[src/design/skt_pkg.sv]
`timescale 1ns / 1ps

package skt_pkg;

    localparam int KEY_W     = 8;
    localparam int CHILD_W   = 32;
    localparam int CMD_W     = 2;
    localparam int POS_W     = 4;
    localparam int STATUS_W  = 2;
    localparam int SLOT_W    = 4;
    localparam int COUNT_W   = 5;
    localparam int SHRINK_AT = 3;

    localparam logic [CMD_W-1:0] CMD_FIND   = 2'd0;
    localparam logic [CMD_W-1:0] CMD_INSERT = 2'd1;
    localparam logic [CMD_W-1:0] CMD_REMOVE = 2'd2;

    localparam logic [STATUS_W-1:0] ST_OK        = 2'd0;
    localparam logic [STATUS_W-1:0] ST_NOT_FOUND = 2'd1;
    localparam logic [STATUS_W-1:0] ST_FULL      = 2'd2;
    localparam logic [STATUS_W-1:0] ST_BAD_POS   = 2'd3;

    // Broadcast to every cell of the row for one update.
    typedef struct packed {
        logic insert;
        logic remove;
    } cell_ctl_t;

endpackage

[src/design/skt_if.sv]
`timescale 1ns / 1ps

interface skt_cmd_if;
    logic                         valid;
    logic                         ready;
    logic [skt_pkg::CMD_W-1:0]    command;
    logic [skt_pkg::KEY_W-1:0]    key;
    logic [skt_pkg::CHILD_W-1:0]  child_value;
    logic [skt_pkg::POS_W-1:0]    position;

    modport source (output valid, command, key, child_value, position, input ready);
    modport sink   (input valid, command, key, child_value, position, output ready);
endinterface

interface skt_rsp_if;
    logic                          valid;
    logic                          ready;
    logic [skt_pkg::STATUS_W-1:0]  status;
    logic [skt_pkg::SLOT_W-1:0]    slot_index;
    logic [skt_pkg::CHILD_W-1:0]   found_child;
    logic [skt_pkg::COUNT_W-1:0]   entry_count;
    logic                          shrink_hint;
    logic [skt_pkg::CHILD_W-1:0]   first_child;
    logic [skt_pkg::CHILD_W-1:0]   last_child;

    modport source (output valid, status, slot_index, found_child, entry_count, shrink_hint,
                    first_child, last_child, input ready);
    modport sink   (input valid, status, slot_index, found_child, entry_count, shrink_hint,
                    first_child, last_child, output ready);
endinterface

[src/design/skt_cell.sv]
`timescale 1ns / 1ps

module skt_cell #(
    parameter int CHILD_WIDTH = 32,
    parameter int IDX_W       = 4,
    parameter int SLOT        = 0
) (
    input  logic                            clk,
    input  skt_pkg::cell_ctl_t              ctl,
    input  logic [IDX_W-1:0]                at,
    input  logic [skt_pkg::KEY_W-1:0]       key_in,
    input  logic [CHILD_WIDTH-1:0]          child_in,
    input  logic [skt_pkg::KEY_W-1:0]       left_key,
    input  logic [CHILD_WIDTH-1:0]          left_child,
    input  logic [skt_pkg::KEY_W-1:0]       right_key,
    input  logic [CHILD_WIDTH-1:0]          right_child,
    output logic [skt_pkg::KEY_W-1:0]       key,
    output logic [CHILD_WIDTH-1:0]          child,
    output logic                            match,
    output logic                            greater
);

    localparam logic [IDX_W-1:0] MY_SLOT = IDX_W'(SLOT);

    logic [skt_pkg::KEY_W-1:0] key_reg, key_next;
    logic [CHILD_WIDTH-1:0]    child_reg, child_next;

    always_comb
    begin
        key_next   = key_reg;
        child_next = child_reg;
        if (ctl.insert)
        begin
            if (MY_SLOT == at)
            begin
                key_next   = key_in;
                child_next = child_in;
            end
            else if (MY_SLOT > at)
            begin
                key_next   = left_key;
                child_next = left_child;
            end
        end
        else if (ctl.remove && (MY_SLOT >= at))
        begin
            key_next   = right_key;
            child_next = right_child;
        end
    end

    always_ff @(posedge clk)
    begin
        key_reg   <= key_next;
        child_reg <= child_next;
    end

    assign key     = key_reg;
    assign child   = child_reg;
    assign match   = (key_reg == key_in);
    assign greater = (key_in < key_reg);

endmodule

[src/design/sorted_byte_key_table.sv]
`timescale 1ns / 1ps

// Sorted table of up to ENTRIES byte keys with a child value each, held in a row of cells
// in ascending unsigned key order. Find returns the lowest matching slot, insert places an
// entry after any equal keys and remove deletes by slot; every response also carries the
// entry count and the first and last child. The row compares and shifts in the cycle the
// command is accepted, the result waits in the pending registers, and the response is
// formed from the updated row when the output registers are free; a new command is not
// accepted while one is pending. A response held by the receiver does not stop the input at
// once: one further command is taken, and its response waits until the held one has gone.
module sorted_byte_key_table #(
    parameter int ENTRIES     = 16,
    parameter int CHILD_WIDTH = 32
) (
    input  logic       clk,
    input  logic       rst_n,
    skt_cmd_if.sink    cmd,
    skt_rsp_if.source  rsp
);

    localparam int IDX_W = $clog2(ENTRIES);
    localparam int CNT_W = $clog2(ENTRIES + 1);
    localparam int CMP_W = CNT_W + skt_pkg::POS_W;

    logic [skt_pkg::KEY_W-1:0] cell_key   [ENTRIES];
    logic [CHILD_WIDTH-1:0]    cell_child [ENTRIES];
    logic [ENTRIES-1:0]        cell_match;
    logic [ENTRIES-1:0]        cell_greater;
    logic [ENTRIES-1:0]        cell_valid;

    logic [CNT_W-1:0] count_reg, count_next;
    logic             pend_reg, pend_next;
    logic             out_valid_reg, out_valid_next;

    logic [skt_pkg::STATUS_W-1:0] pend_status_reg, pend_status_next;
    logic [skt_pkg::SLOT_W-1:0]   pend_slot_reg, pend_slot_next;
    logic [skt_pkg::CHILD_W-1:0]  pend_found_reg, pend_found_next;
    logic                         pend_hint_reg, pend_hint_next;

    logic [skt_pkg::STATUS_W-1:0] status_reg;
    logic [skt_pkg::SLOT_W-1:0]   slot_reg;
    logic [skt_pkg::CHILD_W-1:0]  found_reg;
    logic [skt_pkg::COUNT_W-1:0]  count_out_reg;
    logic                         hint_reg;
    logic [skt_pkg::CHILD_W-1:0]  first_reg;
    logic [skt_pkg::CHILD_W-1:0]  last_reg;

    logic                   accept;
    logic                   out_load;
    skt_pkg::cell_ctl_t     ctl;
    logic [IDX_W-1:0]       at;
    logic [CHILD_WIDTH-1:0] child_in;
    logic [IDX_W-1:0]       find_idx;
    logic                   find_hit;
    logic [IDX_W-1:0]       ins_idx;
    logic [IDX_W-1:0]       last_idx;

    assign child_in  = CHILD_WIDTH'(cmd.child_value);
    assign accept    = cmd.valid && cmd.ready;
    assign cmd.ready = !pend_reg;
    assign out_load  = pend_reg && (!out_valid_reg || rsp.ready);

    genvar g;
    generate
        for (g = 0; g < ENTRIES; g++)
        begin : g_row
            logic [skt_pkg::KEY_W-1:0] lk, rk;
            logic [CHILD_WIDTH-1:0]    lc, rc;

            if (g == 0)
            begin : g_first
                assign lk = cmd.key;
                assign lc = child_in;
            end
            else
            begin : g_mid_l
                assign lk = cell_key[g-1];
                assign lc = cell_child[g-1];
            end

            if (g == ENTRIES - 1)
            begin : g_last
                assign rk = cell_key[g];
                assign rc = cell_child[g];
            end
            else
            begin : g_mid_r
                assign rk = cell_key[g+1];
                assign rc = cell_child[g+1];
            end

            assign cell_valid[g] = (CNT_W'(g) < count_reg);

            skt_cell #(
                .CHILD_WIDTH (CHILD_WIDTH),
                .IDX_W       (IDX_W),
                .SLOT        (g)
            ) u_cell (
                .clk         (clk),
                .ctl         (ctl),
                .at          (at),
                .key_in      (cmd.key),
                .child_in    (child_in),
                .left_key    (lk),
                .left_child  (lc),
                .right_key   (rk),
                .right_child (rc),
                .key         (cell_key[g]),
                .child       (cell_child[g]),
                .match       (cell_match[g]),
                .greater     (cell_greater[g])
            );
        end
    endgenerate

    // Priority encoders: the lowest valid slot that matches, and the lowest valid slot holding
    // a greater key (the insertion point, or the count when there is none).
    always_comb
    begin
        find_idx = '0;
        find_hit = 1'b0;
        ins_idx  = IDX_W'(count_reg);
        for (int i = ENTRIES - 1; i >= 0; i--)
        begin
            if (cell_match[i] && cell_valid[i])
            begin
                find_idx = IDX_W'(i);
                find_hit = 1'b1;
            end
            if (cell_greater[i] && cell_valid[i])
            begin
                ins_idx = IDX_W'(i);
            end
        end
    end

    always_comb
    begin
        ctl              = '0;
        at               = ins_idx;
        count_next       = count_reg;
        pend_status_next = pend_status_reg;
        pend_slot_next   = pend_slot_reg;
        pend_found_next  = pend_found_reg;
        pend_hint_next   = pend_hint_reg;
        if (accept)
        begin
            pend_status_next = skt_pkg::ST_OK;
            pend_slot_next   = '0;
            pend_found_next  = '0;
            pend_hint_next   = 1'b0;
            case (cmd.command)
                skt_pkg::CMD_FIND:
                begin
                    if (find_hit)
                    begin
                        pend_slot_next  = skt_pkg::SLOT_W'(find_idx);
                        pend_found_next = skt_pkg::CHILD_W'(cell_child[find_idx]);
                    end
                    else
                    begin
                        pend_status_next = skt_pkg::ST_NOT_FOUND;
                    end
                end
                skt_pkg::CMD_INSERT:
                begin
                    if (count_reg == CNT_W'(ENTRIES))
                    begin
                        pend_status_next = skt_pkg::ST_FULL;
                    end
                    else
                    begin
                        ctl.insert     = 1'b1;
                        count_next     = count_reg + 1'b1;
                        pend_slot_next = skt_pkg::SLOT_W'(ins_idx);
                    end
                end
                skt_pkg::CMD_REMOVE:
                begin
                    at = IDX_W'(cmd.position);
                    if (CMP_W'(cmd.position) >= CMP_W'(count_reg))
                    begin
                        pend_status_next = skt_pkg::ST_BAD_POS;
                    end
                    else
                    begin
                        ctl.remove     = 1'b1;
                        count_next     = count_reg - 1'b1;
                        pend_slot_next = skt_pkg::SLOT_W'(cmd.position);
                        pend_hint_next = (count_next == CNT_W'(skt_pkg::SHRINK_AT));
                    end
                end
                default:
                begin
                    pend_status_next = skt_pkg::ST_BAD_POS;
                end
            endcase
        end
    end

    assign last_idx = IDX_W'(count_reg - 1'b1);

    always_comb
    begin
        pend_next      = pend_reg;
        out_valid_next = out_valid_reg;
        if (out_valid_reg && rsp.ready)
        begin
            out_valid_next = 1'b0;
        end
        if (out_load)
        begin
            out_valid_next = 1'b1;
            pend_next      = 1'b0;
        end
        if (accept)
        begin
            pend_next = 1'b1;
        end
    end

    always_ff @(posedge clk or negedge rst_n)
    begin
        if (!rst_n)
        begin
            count_reg     <= '0;
            pend_reg      <= 1'b0;
            out_valid_reg <= 1'b0;
        end
        else
        begin
            count_reg     <= count_next;
            pend_reg      <= pend_next;
            out_valid_reg <= out_valid_next;
        end
    end

    always_ff @(posedge clk)
    begin
        pend_status_reg <= pend_status_next;
        pend_slot_reg   <= pend_slot_next;
        pend_found_reg  <= pend_found_next;
        pend_hint_reg   <= pend_hint_next;
        // The row has already taken the update, so the ends are read from it directly.
        if (out_load)
        begin
            status_reg    <= pend_status_reg;
            slot_reg      <= pend_slot_reg;
            found_reg     <= pend_found_reg;
            hint_reg      <= pend_hint_reg;
            count_out_reg <= skt_pkg::COUNT_W'(count_reg);
            if (count_reg == '0)
            begin
                first_reg <= '0;
                last_reg  <= '0;
            end
            else
            begin
                first_reg <= skt_pkg::CHILD_W'(cell_child[0]);
                last_reg  <= skt_pkg::CHILD_W'(cell_child[last_idx]);
            end
        end
    end

    assign rsp.valid       = out_valid_reg;
    assign rsp.status      = status_reg;
    assign rsp.slot_index  = slot_reg;
    assign rsp.found_child = found_reg;
    assign rsp.entry_count = count_out_reg;
    assign rsp.shrink_hint = hint_reg;
    assign rsp.first_child = first_reg;
    assign rsp.last_child  = last_reg;

endmodule
[src/flat_wrapper.sv]
// flat-port wrapper written by rule: the top's interface ports become plain ports
module sorted_byte_key_table_flat 
#(
    parameter int ENTRIES     = 16,
    parameter int CHILD_WIDTH = 32
)
  (clk, rst_n, cmd_valid, cmd_command, cmd_key, cmd_child_value, cmd_position, cmd_ready, rsp_valid, rsp_status, rsp_slot_index, rsp_found_child, rsp_entry_count, rsp_shrink_hint, rsp_first_child, rsp_last_child, rsp_ready);
  skt_cmd_if cmd_i ();
  skt_rsp_if rsp_i ();
  input  logic clk;
  input  logic rst_n;
  input wire logic [$bits(cmd_i.valid)-1:0] cmd_valid;
  input wire logic [$bits(cmd_i.command)-1:0] cmd_command;
  input wire logic [$bits(cmd_i.key)-1:0] cmd_key;
  input wire logic [$bits(cmd_i.child_value)-1:0] cmd_child_value;
  input wire logic [$bits(cmd_i.position)-1:0] cmd_position;
  output wire logic [$bits(cmd_i.ready)-1:0] cmd_ready;
  output wire logic [$bits(rsp_i.valid)-1:0] rsp_valid;
  output wire logic [$bits(rsp_i.status)-1:0] rsp_status;
  output wire logic [$bits(rsp_i.slot_index)-1:0] rsp_slot_index;
  output wire logic [$bits(rsp_i.found_child)-1:0] rsp_found_child;
  output wire logic [$bits(rsp_i.entry_count)-1:0] rsp_entry_count;
  output wire logic [$bits(rsp_i.shrink_hint)-1:0] rsp_shrink_hint;
  output wire logic [$bits(rsp_i.first_child)-1:0] rsp_first_child;
  output wire logic [$bits(rsp_i.last_child)-1:0] rsp_last_child;
  input wire logic [$bits(rsp_i.ready)-1:0] rsp_ready;
  assign cmd_i.valid = cmd_valid;
  assign cmd_i.command = cmd_command;
  assign cmd_i.key = cmd_key;
  assign cmd_i.child_value = cmd_child_value;
  assign cmd_i.position = cmd_position;
  assign cmd_ready = cmd_i.ready;
  assign rsp_valid = rsp_i.valid;
  assign rsp_status = rsp_i.status;
  assign rsp_slot_index = rsp_i.slot_index;
  assign rsp_found_child = rsp_i.found_child;
  assign rsp_entry_count = rsp_i.entry_count;
  assign rsp_shrink_hint = rsp_i.shrink_hint;
  assign rsp_first_child = rsp_i.first_child;
  assign rsp_last_child = rsp_i.last_child;
  assign rsp_i.ready = rsp_ready;
  sorted_byte_key_table #(.ENTRIES(ENTRIES), .CHILD_WIDTH(CHILD_WIDTH)) u_core (.clk(clk), .rst_n(rst_n), .cmd(cmd_i), .rsp(rsp_i));
endmodule
[config.mk]
export PLATFORM = sky130hd
export DESIGN_NAME = sorted_byte_key_table_flat
export DESIGN_NICKNAME = d
export VERILOG_FILES = /design/src/design/skt_pkg.sv /design/src/design/skt_if.sv /design/src/design/skt_cell.sv /design/src/design/sorted_byte_key_table.sv /design/src/flat_wrapper.sv
export SDC_FILE = /design/constraint.sdc
export NUM_CORES = 2
export LEC_CHECK = 0
export BUFFER_PORTS_ARGS = -buffer_cell sky130_fd_sc_hd__buf_2
export CORE_MARGIN = 5
export CORE_UTILIZATION = 30
export CTS_CLUSTER_DIAMETER = 80
export DETAILED_ROUTE_END_ITERATION = 8
export PLACE_DENSITY = 0.52
export SYNTH_ARGS = -nofsm -noshare
export SYNTH_HDL_FRONTEND = slang
export SYNTH_SLANG_ARGS = --single-unit
[constraint.sdc]
create_clock -name clk -period 8.65 [get_ports clk]
set_input_delay 0.865 -clock clk [delete_from_list [all_inputs] [get_ports clk]]
set_output_delay 0.865 -clock clk [all_outputs]
set_load 0.005 [all_outputs]
==> load_flow_metrics.sql <==
INSERT INTO impl_metrics (metric_group, metric, value, unit) VALUES
('sta', 'setup_viol', '0', ''),
('sta', 'clock.fmax', '0.1716', 'GHz'),
('route', 'drt_first_iter_violations', '5109', ''),
('sta', 'timing.setup.tns', '0', 'ns'),
('min_path', 'holdCritPathClass', 'reg -> reg', ''),
('route', 'finalWirelength', '190900', 'um'),
('route', 'wl_per_cell', '28.69', 'um'),
('floorplan', 'fp.dieW', '413.2', 'um'),
('clock_tree', 'clock_tree.root_cell', 'sky130_fd_sc_hd__clkbuf_16', ''),
('route', 'drc', '0', ''),
('synth', 'yosys.cell_types.count', '86', ''),
('synth', 'post_synth_instance_area', '48760', 'um2'),
('layout', 'final_nets', '4577', ''),
('sta', 'rsz0062_at_grt', 'false', ''),
('layout', 'ratio_of_cells_with_drive_above_1_in_the_final_layout', '13.84', '%'),
('critical_path', 'cpPeakStageDelay', '0.85', 'ns'),
('sta', 'report.final.hold_viol_count', '0', ''),
('power_and_ir_drop', 'maximum_vdd_drop', '269.9', 'uV'),
('status', 'status', 'complete, no violations', ''),
('sta', 'post-route-period-util', '67.37', '%'),
('clock_tree', 'post_cts_resized', '0', ''),
('synth', 'synth_seq_area_share', '48.82', '%'),
('floorplan', 'fp.coreArea', '162200', 'um2'),
('critical_path', 'timing.critical_path.slowest_stage_cell', 'sky130_fd_sc_hd__dfrtp_1', ''),
('route', 'dr.pass1.iters', '6', ''),
('placement', 'placedCellCount', '6466', ''),
('clock_tree', 'maximum_buffer_depth_of_the_clock_tree', '3', ''),
('sta', 'finalHoldWorstSlack', '0.4165', 'ns'),
('layout', 'largest_reg_flops', '512', ''),
('power_and_ir_drop', 'power_density', '262.9', 'nW/um2'),
('synth', 'asyncSetResetFlopFracSynth', '0.8816', '%'),
('critical_path', 'worstPathArrival', '6.16', 'ns'),
('route', 'drtAntennaViolNets', '0', ''),
('grt', 'gr-usage-all-layers', '21.48', '%'),
('sta', 'clock_skew', '0.03846', 'ns'),
('synth', 'ys.flop_type', 'sky130_fd_sc_hd__edfxtp_1', ''),
('floorplan', 'area_of_the_die', '170700', 'um2'),
('layout', 'area_growth', '12.46', '%'),
('grt', 'overflow', '0', ''),
('grt', 'maximum_number_of_pins_on_one_net_before_global_route_repair', '217', ''),
('grt', 'first_global_vias', '36990', ''),
('synth', 'ys_warn_count', '0', ''),
('critical_path', 'startpoint_type', 'flop', ''),
('floorplan', 'die_height', '413.2', 'um'),
('sta', 'report.final.slew_viol_count', '0', ''),
('critical_path', 'crit_type', 'reg -> reg', ''),
('layout', 'stdcell_count', '6654', ''),
('sta', 'worstMarginPinSlew', '1.180', 'ns'),
('floorplan', 'std_cell_rows', '148', ''),
('clock_tree', 'numClockSinks', '794', ''),
('synth', 'syn_avg_cell_area', '10.99', 'um2'),
('placement', 'gp_congestion', '0.8995', ''),
('grt', 'grt_first_pass_wirelength', '271200', 'um'),
('clock_tree', 'clk-insertion-delay-late', '0.73', 'ns'),
('sta', 'finalCriticalPeriod', '5.827', 'ns'),
('clock_tree', 'h_tree_level_count', '3', ''),
('route', 'via_count', '38860', ''),
('power_and_ir_drop', 'totalPowerFinal', '0.01442', 'W'),
('floorplan', 'start_util', '30.06', '%'),
('synth', 'ys_seq_elements', '794', ''),
('floorplan', 'io_pins', '160', ''),
('synth', 'post_synth_edffs', '787', ''),
('placement', 'io_buffers', '159', ''),
('clock_tree', 'number_of_buffers_added_by_the_clock_tree_synthesis_step', '98', ''),
('run', 'max_cap_violations', '0', ''),
('layout', 'filler_cell_count', '16310', ''),
('critical_path', 'timing.critical_path.mode_cell', 'sky130_fd_sc_hd__nand2_1', ''),
('critical_path', 'critical_path_required', '8.98', 'ns'),
('clock_tree', 'cts_tree', 'built', ''),
('placement', 'post-dp-hpwl', '109600', 'um'),
('synth', 'synthesized_netlist_cell_count', '4439', ''),
('power_and_ir_drop', 'cellLeakagePower', '19.10', 'nW'),
('critical_path', 'worst-path-max-fanout', '26', ''),
('critical_path', 'crit_path_cell_trace', 'inv_1, ha_4, nand2_1, nor3_1, nor3b_1, nand2_4, o21ai_0, nand2_1, nor2_4, buf_4', ''),
('clock_tree', 'clk_pin_slew_worst_paths', '0.06', 'ns'),
('sta', 'headroom_to_the_max_slew_limit', '21.31', '%'),
('synth', 'synth_nets', '4624', ''),
('route', 'avgViaCountPerCell', '5.840', ''),
('critical_path', 'critical_path.endpoint_type', 'flop', ''),
('grt', 'antenna_violations_before_repair', '14', '');
-- worst max-delay path, delay by kind of cell (launching register included) --
| kind | cells | cell delay (ns) |
|---|---|---|
| AO/OA/AOI/OAI | 1 | 0.37 |
| adder cells (fa/ha/maj) | 1 | 0.34 |
| buffers and inverters | 2 | 1.18 |
| flip-flops | 1 | 0.85 |
| AND/OR/NAND/NOR | 6 | 2.63 |
-- logic make-up (layout without fill, tap and decap cells) --
| kind of cell | Yosys count | in the layout | share of synthesized area, % |
|---|---|---|---|
| AO/OA/AOI/OAI | 1023 | 1023 | 13.69 |
| XOR/XNOR | 6 | 6 | 0.1078 |
| adder cells (fa/ha/maj) | 135 | 135 | 3.464 |
| buffers and inverters | 510 | 544 | 4.624 |
| flip-flops | 794 | 794 | 48.82 |
| multiplexers | 690 | 690 | 17.55 |
| other | 0 | 6 | 0 |
| AND/OR/NAND/NOR | 1281 | 1281 | 11.74 |
-- cell usage in the layout (no fill, tap or decap), types with 14 or more instances in the layout --
cell type / count
sky130_fd_sc_hd__edfxtp_1: 787
sky130_fd_sc_hd__nand2_1: 680
sky130_fd_sc_hd__mux2i_1: 522
sky130_fd_sc_hd__nand3_1: 262
sky130_fd_sc_hd__o21ai_1: 220
sky130_fd_sc_hd__o211ai_1: 204
sky130_fd_sc_hd__a21oi_1: 169
sky130_fd_sc_hd__buf_2: 159
sky130_fd_sc_hd__ha_1: 134
sky130_fd_sc_hd__o22ai_1: 131
sky130_fd_sc_hd__mux4_2: 128
sky130_fd_sc_hd__nor2_1: 127
sky130_fd_sc_hd__inv_1: 121
sky130_fd_sc_hd__clkbuf_16: 100
sky130_fd_sc_hd__nor2b_1: 84
sky130_fd_sc_hd__a211oi_1: 84
sky130_fd_sc_hd__buf_4: 64
sky130_fd_sc_hd__o221ai_1: 49
sky130_fd_sc_hd__o21ai_0: 42
sky130_fd_sc_hd__mux2_2: 39
sky130_fd_sc_hd__or4_1: 23
sky130_fd_sc_hd__clkinv_2: 23
sky130_fd_sc_hd__a21o_1: 22
sky130_fd_sc_hd__nand4_1: 21
sky130_fd_sc_hd__clkinv_1: 18
sky130_fd_sc_hd__a31oi_1: 16
sky130_fd_sc_hd__a22oi_1: 16
sky130_fd_sc_hd__clkbuf_1: 15
sky130_fd_sc_hd__nor3_1: 14
-- stage by stage --
stage / worst slack, ns / instance area, um2 / util, %
finish: 2.823 / 54840 / 33.81
global route: 2.709 / 54830 / 33.80
detailed placement: 2.327 / 51550 / 31.78
global placement: 2.371 / 51550 / 31.78
CTS: 2.868 / 54830 / 33.80
floorplan: 1.316 / 48760 / -
-- final timing paths --
| path | depth (start not counted) | to | slack [ns] | start |
|---|---|---|---|---|
| hold reg to reg | 0 | u_core.rsp.found_child[0]$_DFFE_PP_ | 0.42 | u_core.pend_found_reg[0]$_SDFFCE_PN0P_ |
| setup / recovery | 10 | u_core.g_row[6].u_cell.key[5]$_DFFE_PP_ | 2.82 | u_core.count_reg[1]$_DFFE_PN0P_ |
| min in group asynchronous | 2 | u_core.count_reg[4]$_DFFE_PN0P_ | 0.56 | rst_n |
| setup reg to reg | 10 | u_core.g_row[6].u_cell.key[5]$_DFFE_PP_ | 2.82 | u_core.count_reg[1]$_DFFE_PN0P_ |
| hold / removal | 0 | u_core.rsp.found_child[0]$_DFFE_PP_ | 0.42 | u_core.pend_found_reg[0]$_SDFFCE_PN0P_ |
| max in group asynchronous | 2 | u_core.count_reg[0]$_DFFE_PN0P_ | 7.87 | rst_n |
-- synthesized netlist by cell type (128+ instances only) --
cell type	instances	area, um2
sky130_fd_sc_hd__a21oi_1	171	855.8
sky130_fd_sc_hd__clkbuf_1	206	773.2
sky130_fd_sc_hd__edfxtp_1	787	23630
sky130_fd_sc_hd__ha_1	135	1689
sky130_fd_sc_hd__mux2i_1	522	5225
sky130_fd_sc_hd__mux4_2	128	2883
sky130_fd_sc_hd__nand2_1	682	2560
sky130_fd_sc_hd__nand3_1	267	1336
sky130_fd_sc_hd__nor2_1	136	510.5
sky130_fd_sc_hd__o211ai_1	204	1531
sky130_fd_sc_hd__o21ai_1	221	1106
sky130_fd_sc_hd__o22ai_1	131	819.5
-- power breakdown --
group          internal [W]  leakage [nW]  total, W  switching, W
registers           0.00492          7.39   0.00536      0.000439
logic               0.00182          10.1   0.00474       0.00292
clock network       0.00251          1.60   0.00432       0.00181
total               0.00924          19.1    0.0144       0.00517
-- repair_timing --
item	in CTS	in global routing
endpoints found under the hold margin	7	0
hold buffers	1	0
setup buffers	0	0
-- layout make-up --
type	instances	area (um2)	share of cell area, %
flip-flops and latches	794	23810	43.42
well taps	2175	2721	4.962
repair buffers	237	1546	2.820
multi-input cells	3135	23000	41.94
diodes	6	15.01	0.02738
clock buffers	115	2559	4.666
inverters	126	480.5	0.8761
clock inverters	66	708.2	1.291
-- routing by layer --
metal	share of wire (%)	vias up	global-route usage, %
li1	-	16870	-
met1	41	19620	28.71
met2	46	2006	34.78
met3	8.6	359	4.314
met4	3.6	4	7.398
met5	0.011	-	0
Note: power is estimated with default switching activity, not from simulation.
